===== src/hdl/sfc_pkg.sv =====
// Shared types, constants and a helper function for the sensor frame checker.
`timescale 1ns / 1ps
package sfc_pkg;

  localparam int FRAME_BYTES = 16;
  localparam int CNT_W       = $clog2(FRAME_BYTES + 1);
  localparam int IDX_W       = $clog2(FRAME_BYTES);
  localparam int CMP_W       = 7;
  localparam int HDR_BYTES   = 7;

  localparam logic [7:0] CRC_POLY_R = 8'hE0;
  localparam logic [4:0] LEN_TH     = 5'd7;

  localparam logic [7:0] HEADER_RST = 8'd159;
  localparam logic [4:0] TH_CODE_RST = 5'd30;
  localparam logic [3:0] NEG_NIB_RST = 4'd0;

  localparam logic [1:0] CFG_HEADER_VALUE  = 2'd0;
  localparam logic [1:0] CFG_THERMO_HYGRO  = 2'd1;
  localparam logic [1:0] CFG_NEG_SIGN_NIB  = 2'd2;

  typedef enum logic [1:0] {
    ST_INCOMPLETE,
    ST_COMPLETE,
    ST_INVALID,
    ST_OVERFLOW
  } status_t;

  typedef struct packed {
    logic [7:0] data_byte;
    logic       frame_start;
  } in_word_t;

  typedef struct packed {
    logic [1:0]         status;
    logic               frame_valid;
    logic [2:0]         channel_number;
    logic [4:0]         sensor_ident;
    logic [1:0]         message_kind;
    logic [4:0]         sensor_kind;
    logic               thermo_hygro;
    logic signed [7:0]  temperature_whole;
    logic signed [11:0] temperature_tenths;
    logic [7:0]         humidity_percent;
  } out_word_t;

  typedef struct packed {
    logic [7:0] header_value;
    logic [4:0] thermo_hygro_code;
    logic [3:0] negative_sign_nibble;
  } cfg_t;

  typedef logic [HDR_BYTES-1:0][7:0] hdr_bytes_t;

  typedef struct packed {
    logic [7:0] dat;
    logic [7:0] pxor;
    logic [7:0] pcrc;
  } ent_t;

  typedef struct packed {
    logic    vld;
    status_t status;
    logic    frame_ok;
  } frm_stat_t;

  function automatic logic [7:0] crc_byte(input logic [7:0] c, input logic [7:0] b);
    logic [7:0] r;
    r = c ^ b;
    for (int k = 0; k < 8; k++) begin
      if (r[0]) begin
        r = (r >> 1) ^ CRC_POLY_R;
      end else begin
        r = r >> 1;
      end
    end
    return r;
  endfunction

endpackage


===== src/hdl/sfc_ram.sv =====
// Generic single-port-write, single-port-read RAM with registered read data.
`timescale 1ns / 1ps
module sfc_ram #(
  parameter int WIDTH = 8,
  parameter int DEPTH = 16
) (
  input  logic                     clk,
  input  logic                     we,
  input  logic [$clog2(DEPTH)-1:0] waddr,
  input  logic [WIDTH-1:0]         wdata,
  input  logic                     re,
  input  logic [$clog2(DEPTH)-1:0] raddr,
  output logic [WIDTH-1:0]         rdata
);

  logic [WIDTH-1:0] mem [DEPTH];

  always_ff @(posedge clk) begin
    if (we) begin
      mem[waddr] <= wdata;
    end
    if (re) begin
      rdata <= mem[raddr];
    end
  end

endmodule


===== src/hdl/sfc_frame.sv =====
// Frame store: byte count, header bytes, prefix table RAM and check flags.
`timescale 1ns / 1ps
module sfc_frame (
  input  logic                          clk,
  input  logic                          rst_n,
  input  logic                          in_acc,
  input  sfc_pkg::in_word_t             in_word,
  input  logic                          adv,
  input  logic [7:0]                    header_value,
  output logic                          busy,
  output sfc_pkg::hdr_bytes_t           hdr,
  output sfc_pkg::frm_stat_t            stat
);
  import sfc_pkg::*;

  logic [CNT_W-1:0] count_r, count_nxt;
  hdr_bytes_t       hdr_r, hdr_nxt;
  logic [CNT_W-1:0] k0;
  logic [CNT_W-1:0] k0_m1;
  logic             drop0;

  logic             s1_vld_r, s1_vld_nxt;
  logic [7:0]       s1_byte_r;
  logic [CNT_W-1:0] s1_k_r;
  logic             s1_drop_r;

  logic             fwd_hit_r;
  ent_t             fwd_ent_r;

  logic             xor_bad_r, xor_bad_nxt;
  logic             crc_bad_r, crc_bad_nxt;

  logic             ram_we, ram_re;
  logic [IDX_W-1:0] ram_waddr, ram_raddr;
  ent_t             ram_wdata;
  logic [$bits(ent_t)-1:0] ram_rdata;

  ent_t             prev;
  logic [4:0]       len;
  logic             k_ge2;
  logic             xor_fail, crc_fail, s1_live;
  logic [CMP_W-1:0] k_cmp, len_cmp;

  assign k0    = in_word.frame_start ? '0 : count_r;
  assign drop0 = !in_word.frame_start && (count_r >= CNT_W'(FRAME_BYTES));
  assign k0_m1 = k0 - CNT_W'(1);

  assign ram_re    = in_acc && !drop0 && (k0 != '0);
  assign ram_raddr = k0_m1[IDX_W-1:0];

  always_comb begin
    count_nxt = count_r;
    hdr_nxt   = hdr_r;
    if (in_acc) begin
      if (in_word.frame_start) begin
        hdr_nxt = '0;
      end
      if (!drop0) begin
        count_nxt = k0 + CNT_W'(1);
        for (int i = 0; i < HDR_BYTES; i++) begin
          if (k0 == CNT_W'(i)) begin
            hdr_nxt[i] = in_word.data_byte;
          end
        end
      end
    end
  end

  assign s1_vld_nxt = in_acc ? 1'b1 : (adv ? 1'b0 : s1_vld_r);

  assign prev    = fwd_hit_r ? fwd_ent_r : ent_t'(ram_rdata);
  assign len     = hdr_r[2][5:1];
  assign k_ge2   = s1_k_r >= CNT_W'(2);
  assign s1_live = s1_vld_r && !s1_drop_r;
  assign k_cmp   = CMP_W'(s1_k_r);
  assign len_cmp = CMP_W'(len);

  always_comb begin
    ram_wdata.dat  = s1_byte_r;
    ram_wdata.pxor = '0;
    ram_wdata.pcrc = '0;
    if (s1_k_r != '0) begin
      ram_wdata.pxor = prev.pxor ^ s1_byte_r;
      ram_wdata.pcrc = crc_byte(prev.pcrc, s1_byte_r);
    end
  end

  assign ram_we    = s1_live && adv;
  assign ram_waddr = s1_k_r[IDX_W-1:0];

  assign xor_fail = s1_live && k_ge2 &&
                    (((k_cmp == len_cmp + CMP_W'(1)) && (prev.pxor != s1_byte_r)) ||
                     ((k_cmp == CMP_W'(2)) && (len == '0) && (prev.dat != '0)));
  assign crc_fail = s1_live && k_ge2 &&
                    (k_cmp == len_cmp + CMP_W'(2)) && (prev.pcrc != s1_byte_r);

  always_comb begin
    xor_bad_nxt = xor_bad_r;
    crc_bad_nxt = crc_bad_r;
    if (s1_live && (s1_k_r == '0)) begin
      xor_bad_nxt = 1'b0;
      crc_bad_nxt = 1'b0;
    end
    xor_bad_nxt = xor_bad_nxt | xor_fail;
    crc_bad_nxt = crc_bad_nxt | crc_fail;
  end

  always_comb begin
    logic hdr_ok;
    logic len_hit;
    hdr_ok  = hdr_r[0] == header_value;
    len_hit = CMP_W'(count_r) == len_cmp + CMP_W'(3);
    stat.vld      = s1_vld_r;
    stat.frame_ok = len_hit && hdr_ok && !xor_bad_nxt && !crc_bad_nxt;
    if (s1_drop_r) begin
      stat.status = ST_OVERFLOW;
    end else if (!hdr_ok || xor_bad_nxt || crc_bad_nxt) begin
      stat.status = ST_INVALID;
    end else if (len_hit) begin
      stat.status = ST_COMPLETE;
    end else begin
      stat.status = ST_INCOMPLETE;
    end
  end

  always_ff @(posedge clk) begin
    if (!rst_n) begin
      count_r   <= '0;
      hdr_r     <= '0;
      s1_vld_r  <= 1'b0;
      xor_bad_r <= 1'b0;
      crc_bad_r <= 1'b0;
      fwd_hit_r <= 1'b0;
    end else begin
      count_r  <= count_nxt;
      hdr_r    <= hdr_nxt;
      s1_vld_r <= s1_vld_nxt;
      if (adv) begin
        xor_bad_r <= xor_bad_nxt;
        crc_bad_r <= crc_bad_nxt;
      end
      if (in_acc) begin
        fwd_hit_r <= ram_we && ram_re && (ram_waddr == ram_raddr);
      end
    end
  end

  always_ff @(posedge clk) begin
    if (in_acc) begin
      s1_byte_r <= in_word.data_byte;
      s1_k_r    <= k0;
      s1_drop_r <= drop0;
      fwd_ent_r <= ram_wdata;
    end
  end

  sfc_ram #(
    .WIDTH($bits(ent_t)),
    .DEPTH(FRAME_BYTES)
  ) u_ram (
    .clk  (clk),
    .we   (ram_we),
    .waddr(ram_waddr),
    .wdata(ram_wdata),
    .re   (ram_re),
    .raddr(ram_raddr),
    .rdata(ram_rdata)
  );

  assign busy = s1_vld_r;
  assign hdr  = hdr_r;

  a_count_bound: assert property (@(posedge clk) disable iff (!rst_n)
    count_r <= CNT_W'(FRAME_BYTES))
    else $error("byte count beyond frame size");

  a_count_step: assert property (@(posedge clk) disable iff (!rst_n)
    rst_n && in_acc && !in_word.frame_start && !drop0 |=> count_r == $past(count_r) + CNT_W'(1))
    else $error("byte count did not advance on stored word");

  a_fwd_entry: assert property (@(posedge clk) disable iff (!rst_n)
    s1_vld_r && fwd_hit_r |-> s1_k_r != '0)
    else $error("forwarded entry for first frame byte");

  a_drop_full: assert property (@(posedge clk) disable iff (!rst_n)
    s1_vld_r && s1_drop_r |-> count_r == CNT_W'(FRAME_BYTES))
    else $error("word dropped while buffer not full");

endmodule


===== src/hdl/sfc_decode.sv =====
// Field decode of the stored header bytes and assembly of the result word.
`timescale 1ns / 1ps
module sfc_decode (
  input  sfc_pkg::hdr_bytes_t hdr,
  input  sfc_pkg::cfg_t       cfg,
  input  sfc_pkg::frm_stat_t  stat,
  output sfc_pkg::out_word_t  word
);
  import sfc_pkg::*;

  logic [4:0]  len;
  logic        th;
  logic        neg;
  logic [2:0]  chan;
  logic [7:0]  whole_mag;
  logic [10:0] tenths_mag;
  logic [7:0]  hum;
  logic [3:0]  b4_hi, b4_lo, b5_lo, b6_hi, b6_lo;

  assign len   = hdr[2][5:1];
  assign b4_hi = hdr[4][7:4];
  assign b4_lo = hdr[4][3:0];
  assign b5_lo = hdr[5][3:0];
  assign b6_hi = hdr[6][7:4];
  assign b6_lo = hdr[6][3:0];
  assign th    = (hdr[3][4:0] == cfg.thermo_hygro_code) && (len == LEN_TH);
  assign neg   = hdr[5][7:4] == cfg.negative_sign_nibble;

  always_comb begin
    case (hdr[1][7:5])
      3'd1:    chan = 3'd1;
      3'd2:    chan = 3'd2;
      3'd3:    chan = 3'd3;
      3'd4:    chan = 3'd6;
      3'd5:    chan = 3'd4;
      3'd6:    chan = 3'd5;
      default: chan = 3'd0;
    endcase
  end

  always_comb begin
    whole_mag  = '0;
    tenths_mag = '0;
    hum        = '0;
    if (th) begin
      whole_mag  = 8'(b5_lo * 8'd10) + 8'(b4_hi);
      tenths_mag = 11'(b5_lo * 11'd100) + 11'(b4_hi * 11'd10) + 11'(b4_lo);
      hum        = 8'(b6_hi * 8'd10) + 8'(b6_lo);
    end
  end

  always_comb begin
    word.status             = stat.status;
    word.frame_valid        = stat.frame_ok && (chan != '0);
    word.channel_number     = chan;
    word.sensor_ident       = hdr[1][4:0];
    word.message_kind       = hdr[3][7:6];
    word.sensor_kind        = hdr[3][4:0];
    word.thermo_hygro       = th;
    word.temperature_whole  = neg ? -whole_mag : whole_mag;
    word.temperature_tenths = neg ? -12'(tenths_mag) : 12'(tenths_mag);
    word.humidity_percent   = hum;
  end

endmodule


===== src/hdl/sensor_frame_checker_core.sv =====
// Top level of the sensor frame checker: handshake, configuration and result register.
//
// Input channel (in_valid, in_stall, in_word): one frame byte per word, with a
// frame start flag that restarts the frame before the byte is stored.
// Result channel (out_valid, out_stall, out_word): one result word for every
// input word: status, validity flag and the decoded sensor fields.
// Configuration port (cfg_we, cfg_index, cfg_wdata): header value, thermo hygro
// type code and negative sign nibble; write only while no word is in flight.
// Order: an accepted word is held in the stage-two registers, and its result is
// loaded into the output register when stage two advances, and leaves from there.
// Throughput: one word per cycle while in_stall is low; the prefix table RAM
// is written by stage two and read by stage one, with a bypass register for
// an entry written in the same cycle.
// Reset: the frame is empty, the control and configuration registers take
// their reset values and no result is pending. The RAM is not cleared; only
// entries of the current frame are ever read.
// Stall: when out_stall holds a pending result and stage two is also full,
// in_stall rises and the block takes no new word until the result leaves.
`timescale 1ns / 1ps
module sensor_frame_checker_core (
  input  logic               clk,
  input  logic               rst_n,
  input  logic               in_valid,
  output logic               in_stall,
  input  sfc_pkg::in_word_t  in_word,
  output logic               out_valid,
  input  logic               out_stall,
  output sfc_pkg::out_word_t out_word,
  input  logic               cfg_we,
  input  logic [1:0]         cfg_index,
  input  logic [7:0]         cfg_wdata
);
  import sfc_pkg::*;

  cfg_t       cfg_r, cfg_nxt;
  logic       out_valid_r, out_valid_nxt;
  out_word_t  out_word_r;
  out_word_t  dec_word;
  hdr_bytes_t hdr;
  frm_stat_t  stat;
  logic       busy;
  logic       in_acc;
  logic       adv;

  assign adv      = busy && (!out_valid_r || !out_stall);
  assign in_stall = busy && out_valid_r && out_stall;
  assign in_acc   = in_valid && !in_stall;

  always_comb begin
    cfg_nxt = cfg_r;
    if (cfg_we) begin
      case (cfg_index)
        CFG_HEADER_VALUE: cfg_nxt.header_value         = cfg_wdata;
        CFG_THERMO_HYGRO: cfg_nxt.thermo_hygro_code    = cfg_wdata[4:0];
        CFG_NEG_SIGN_NIB: cfg_nxt.negative_sign_nibble = cfg_wdata[3:0];
        default:          cfg_nxt = cfg_r;
      endcase
    end
  end

  assign out_valid_nxt = adv || (out_valid_r && out_stall);

  always_ff @(posedge clk) begin
    if (!rst_n) begin
      cfg_r.header_value         <= HEADER_RST;
      cfg_r.thermo_hygro_code    <= TH_CODE_RST;
      cfg_r.negative_sign_nibble <= NEG_NIB_RST;
      out_valid_r                <= 1'b0;
    end else begin
      cfg_r       <= cfg_nxt;
      out_valid_r <= out_valid_nxt;
    end
  end

  always_ff @(posedge clk) begin
    if (adv) begin
      out_word_r <= dec_word;
    end
  end

  sfc_frame u_frame (
    .clk         (clk),
    .rst_n       (rst_n),
    .in_acc      (in_acc),
    .in_word     (in_word),
    .adv         (adv),
    .header_value(cfg_r.header_value),
    .busy        (busy),
    .hdr         (hdr),
    .stat        (stat)
  );

  sfc_decode u_decode (
    .hdr (hdr),
    .cfg (cfg_r),
    .stat(stat),
    .word(dec_word)
  );

  assign out_valid = out_valid_r;
  assign out_word  = out_word_r;

  a_stall_cause: assert property (@(posedge clk) disable iff (!rst_n)
    in_stall |-> out_valid_r && busy)
    else $error("input stalled without a held result");

  a_adv_loads: assert property (@(posedge clk) disable iff (!rst_n)
    rst_n && adv |=> out_valid_r)
    else $error("result lost on advance");

  a_stat_match: assert property (@(posedge clk) disable iff (!rst_n)
    busy |-> stat.vld)
    else $error("stage status out of step with pipeline");

endmodule

===== config.mk =====
export PLATFORM = sky130hd
export DESIGN_NAME = sensor_frame_checker_core
export DESIGN_NICKNAME = d
export VERILOG_FILES = /design/src/hdl/sfc_pkg.sv /design/src/hdl/sfc_ram.sv /design/src/hdl/sfc_frame.sv /design/src/hdl/sfc_decode.sv /design/src/hdl/sensor_frame_checker_core.sv
export SDC_FILE = /design/constraint.sdc
export NUM_CORES = 1
export LEC_CHECK = 0
export BUFFER_PORTS_ARGS = -buffer_cell sky130_fd_sc_hd__buf_2
export CORE_AREA = 2 2 240 301
export CTS_CLUSTER_DIAMETER = 100
export DETAILED_ROUTE_END_ITERATION = 12
export DIE_AREA = 0 0 242 303
export HOLD_SLACK_MARGIN = 0.08
export PLACE_DENSITY_LB_ADDON = 0.2
export RECOVER_POWER = 50
export SYNTH_ARGS = -nofsm -noshare
export SYNTH_HDL_FRONTEND = slang
export SYNTH_SLANG_ARGS = --single-unit

===== constraint.sdc =====
create_clock -name clk -period 6.1 [get_ports clk]
set_clock_uncertainty 0.05 [all_clocks]
set_input_delay 0.61 -clock clk [delete_from_list [all_inputs] [get_ports clk]]
set_output_delay 0.61 -clock clk [all_outputs]
set_load 0.02 [all_outputs]

==> out/metrics.yaml <==
outcome:
  outcome: "finished, violations left"
  violations: "capacitance limit, slew limit"
cells_and_area:
  layout-drive-gt1-share_pct: 14.2
  finalInstanceArea_sq_mm: 0.0278
  num-nets-final: 1692
  nFillCells: 6606
  area_growth_pct: 13.8
  diodes: 0
  final_util_pct: 39.4
timing:
  worst_pin_slew_ns: 2.90
  hold_viol: 0
  fin_crit_sh_pct: 77.2
  hold_slack_ns: 0.128
  fmax_ghz: 0.212
  setup_viol: 0
  drv_slew: 257
  max_slew_margin_pct: -93.5
  period_needed_ns: 4.71
  finalSetupTns_ns: 0
  rsz0062_at_grt: "no"
clock_network:
  cts_resized: 0
  h-tree-depth: 2
  clk_pin_slew_worst_paths_ns: 0.06
  postCtsSetupBuffers: 0
  cts_sinks: 571
  clock_latency_ns: 0.65
  cts_buffers: 56
  clock_path_buffers: 3
  tritoncts: "done"
  cts_root_buffer: "clkbuf_16"
  hold_buffers: 0
place:
  dp_hpwl_um: 35500
  io_buffers: 72
  dpl_cell_area_sq_mm: 0.0260
  globalplace.congestion: 0.765
global_route:
  grt_util_all_layers_pct: 16.3
  grt_pass1_wl_um: 90000
  antenna_found_initial: 1
  grt_remaining_overflow: 0
  grt_pass1_vias: 14300
  grt_max_degree: 103
logic_synthesis:
  syn_area_sq_mm: 0.0244
  synth_cell_type_count: 69
  syn_nets: 1608
  synth_edf_count: 492
  synth_cells: 1522
  ys_ff_latch: 571
  ys.flop_type: "edfxtp_1"
  syn_avg_cell_area_sq_um: 16.0
  ys_seq_area_share_pct: 67.1
  async_reset_ff_share_pct: 0
  ys.warnings.count: 0
drt:
  drc: 0
  post_drt_wl_per_cell_um: 23.0
  ant_nets: 0
  drt_iter0_markers: 850
  vias: 13400
  routed_via_density: 5.18
  first_pass_iters: 5
  drt-total-wl_um: 59800
power:
  vdd_drop_max_mv: 0.247
  leakagePower_nw: 9.08
  power_density_mw_per_mm2: 306
die:
  dieWidth_um: 242
  start_util_pct: 34.7
  die_area_sq_mm: 0.0733
  rows: 109
  io_pins: 73
  die_h_um: 303
  coreArea_sq_mm: 0.0704
worst_setup_path:
  end_kind: "flip-flop"
  path_class: "flip-flop to flip-flop"
  cp.required_ns: 6.47
  slowest_delay_ns: 0.91
  arrival_ns: 5.07
  crit_path_start_kind: "flip-flop"
  cp_slowest_cell: "clkinv_1"
  path_cells: "ha_1 -> nand2_1 -> nor3_1 -> nand3_1 -> clkbuf_1 -> clkinv_1 -> nand2_1 -> ha_1 -> o21ai_0 -> o211a_1 -> o22ai_1"
  critical_path.max_fanout: 21
worst_hold_path:
  hold_path_class: "input port to flip-flop"
flow_run:
  maxCapViolCount: 7
[power by group]
group | internal, mW | total (mW) | leakage, nW | switching [mW]
combinational | 0.175 | 0.522 | 3.04 | 0.347
clock | 2.02 | 3.54 | 0.901 | 1.52
sequential | 4.39 | 4.44 | 5.14 | 0.0487
total | 6.59 | 8.50 | 9.08 | 1.91
[layer usage]
metal	wire [um]	up-vias	track usage (%)
met3	2040	102	2.30
met2	31000	271	29.6
met1	25100	6990	20.1
li1	-	6071	-
met5	11	-	0
met4	1720	2	5.31
[cell families (layout without fill, tap and decap cells)]
group	Yosys count	in the layout	synth area share (%)
flip-flops	571	571	67.1
buffers and inverters	103	233	1.81
AND/OR/NAND/NOR	332	332	7.26
adder cells (fa/ha/maj)	62	62	3.46
multiplexers	150	150	11.1
XOR/XNOR	87	87	3.12
AO/OA/AOI/OAI	217	217	6.15
[final timing paths]
kind / startpoint / to / slack (ns) / cells after the start
max: u_frame.hdr[17] / out_word[16] / 1.39 / 11
min: cfg_wdata[7] / cfg_r[16] / 0.13 / 3
max reg2reg: u_frame.hdr[17] / out_word[16] / 1.39 / 11
min reg2reg: u_frame.hdr[31] / out_word[35] / 0.38 / 0
[synthesized netlist by cell type, drive strengths merged (2+ instances only)]
| master | number | area, sq um |
|---|---|---|
| edfxtp | 492 | 14800 |
| mux4 | 96 | 2160 |
| nor2b | 91 | 569 |
| dfxtp | 79 | 1580 |
| nand2 | 71 | 267 |
| ha | 53 | 663 |
| mux2i | 53 | 543 |
| a22oi | 51 | 383 |
| xnor2 | 51 | 447 |
| nor2 | 49 | 184 |
| a21oi | 46 | 230 |
| clkbuf | 41 | 154 |
| xor2 | 36 | 315 |
| inv | 32 | 120 |
| buf | 29 | 163 |
| a211oi | 26 | 195 |
| nand3 | 23 | 115 |
| o21ai | 23 | 115 |
| and2 | 21 | 131 |
| nor3 | 11 | 55.1 |
| a21o | 10 | 75.1 |
| nor4 | 10 | 62.6 |
| fa | 9 | 180 |
| a21boi | 8 | 60.1 |
| nand4 | 8 | 50.1 |
| or3 | 8 | 50.1 |
| and3 | 7 | 43.8 |
| nand2b | 7 | 43.8 |
| a31oi | 6 | 37.5 |
| nand3b | 6 | 45.0 |
| nor3b | 6 | 45.0 |
| o21a | 6 | 45.0 |
| a211o | 5 | 43.8 |
| or2 | 5 | 31.3 |
| a221oi | 4 | 35.0 |
| o22ai | 4 | 25.0 |
| o31ai | 4 | 30.0 |
| a32oi | 3 | 26.3 |
| a2111oi | 2 | 17.5 |
| a22o | 2 | 17.5 |
| o211a | 2 | 20.0 |
| o32ai | 2 | 17.5 |
| or3b | 2 | 17.5 |
| or4 | 2 | 15.0 |
[through the flow]
stage	instances	total power [mW]	setup WS [ns]
floorplan	1522	4.86	1.57
global placement	2491	5.05	2.31
detailed placement	2491	5.06	2.23
CTS	2595	8.61	2.23
global route	2595	8.80	1.14
finish	2595	8.50	1.39
[layout make-up]
type	instances	area (sq um)	area share [%]
timing repair buffer	96	475	1.71
sequential	571	16400	58.9
clock inverter	33	400	1.44
inverter	33	124	0.446
clock buffer	71	1480	5.32
tap	943	1180	4.25
multi-input combinational	848	7750	27.9
[worst max-delay path, delay by kind of cell (launching register included)]
family | cells | cell delay, ns
buf+inv | 2 | 1.80
fa+ha+maj | 2 | 0.80
simple gates | 4 | 0.74
compound gates | 3 | 0.63
flops | 1 | 0.43
[placed cells by master (no fill, tap or decap), types with 23 or more instances in the layout]
cell type  instances
nor2_1            36
xnor2_1           50
mux4_2            96
xor2_1            35
dfxtp_1           79
clkbuf_16         56
edfxtp_1         492
nand3_1           23
inv_1             30
mux2i_1           52
nor2b_1           90
nand2_1           71
a211oi_1          26
a22oi_1           51
a21oi_1           46
ha_1              52
clkbuf_1          79
[flip-flops by register name (all words and copies together), names as in the netlist]
name and cells:
cfg_r 17, out_valid 1, out_word 47, u_frame.busy 1, u_frame.count_r 5, u_frame.crc_bad_r 1
u_frame.fwd_ent_r 24, u_frame.fwd_hit_r 1, u_frame.hdr 52, u_frame.s1_byte_r 8, u_frame.s1_drop_r 1, u_frame.s1_k_r 4
u_frame.u_ram.mem 384, u_frame.u_ram.rdata 24, u_frame.xor_bad_r 1
No activity file was read; power rests on OpenSTA's default activity.
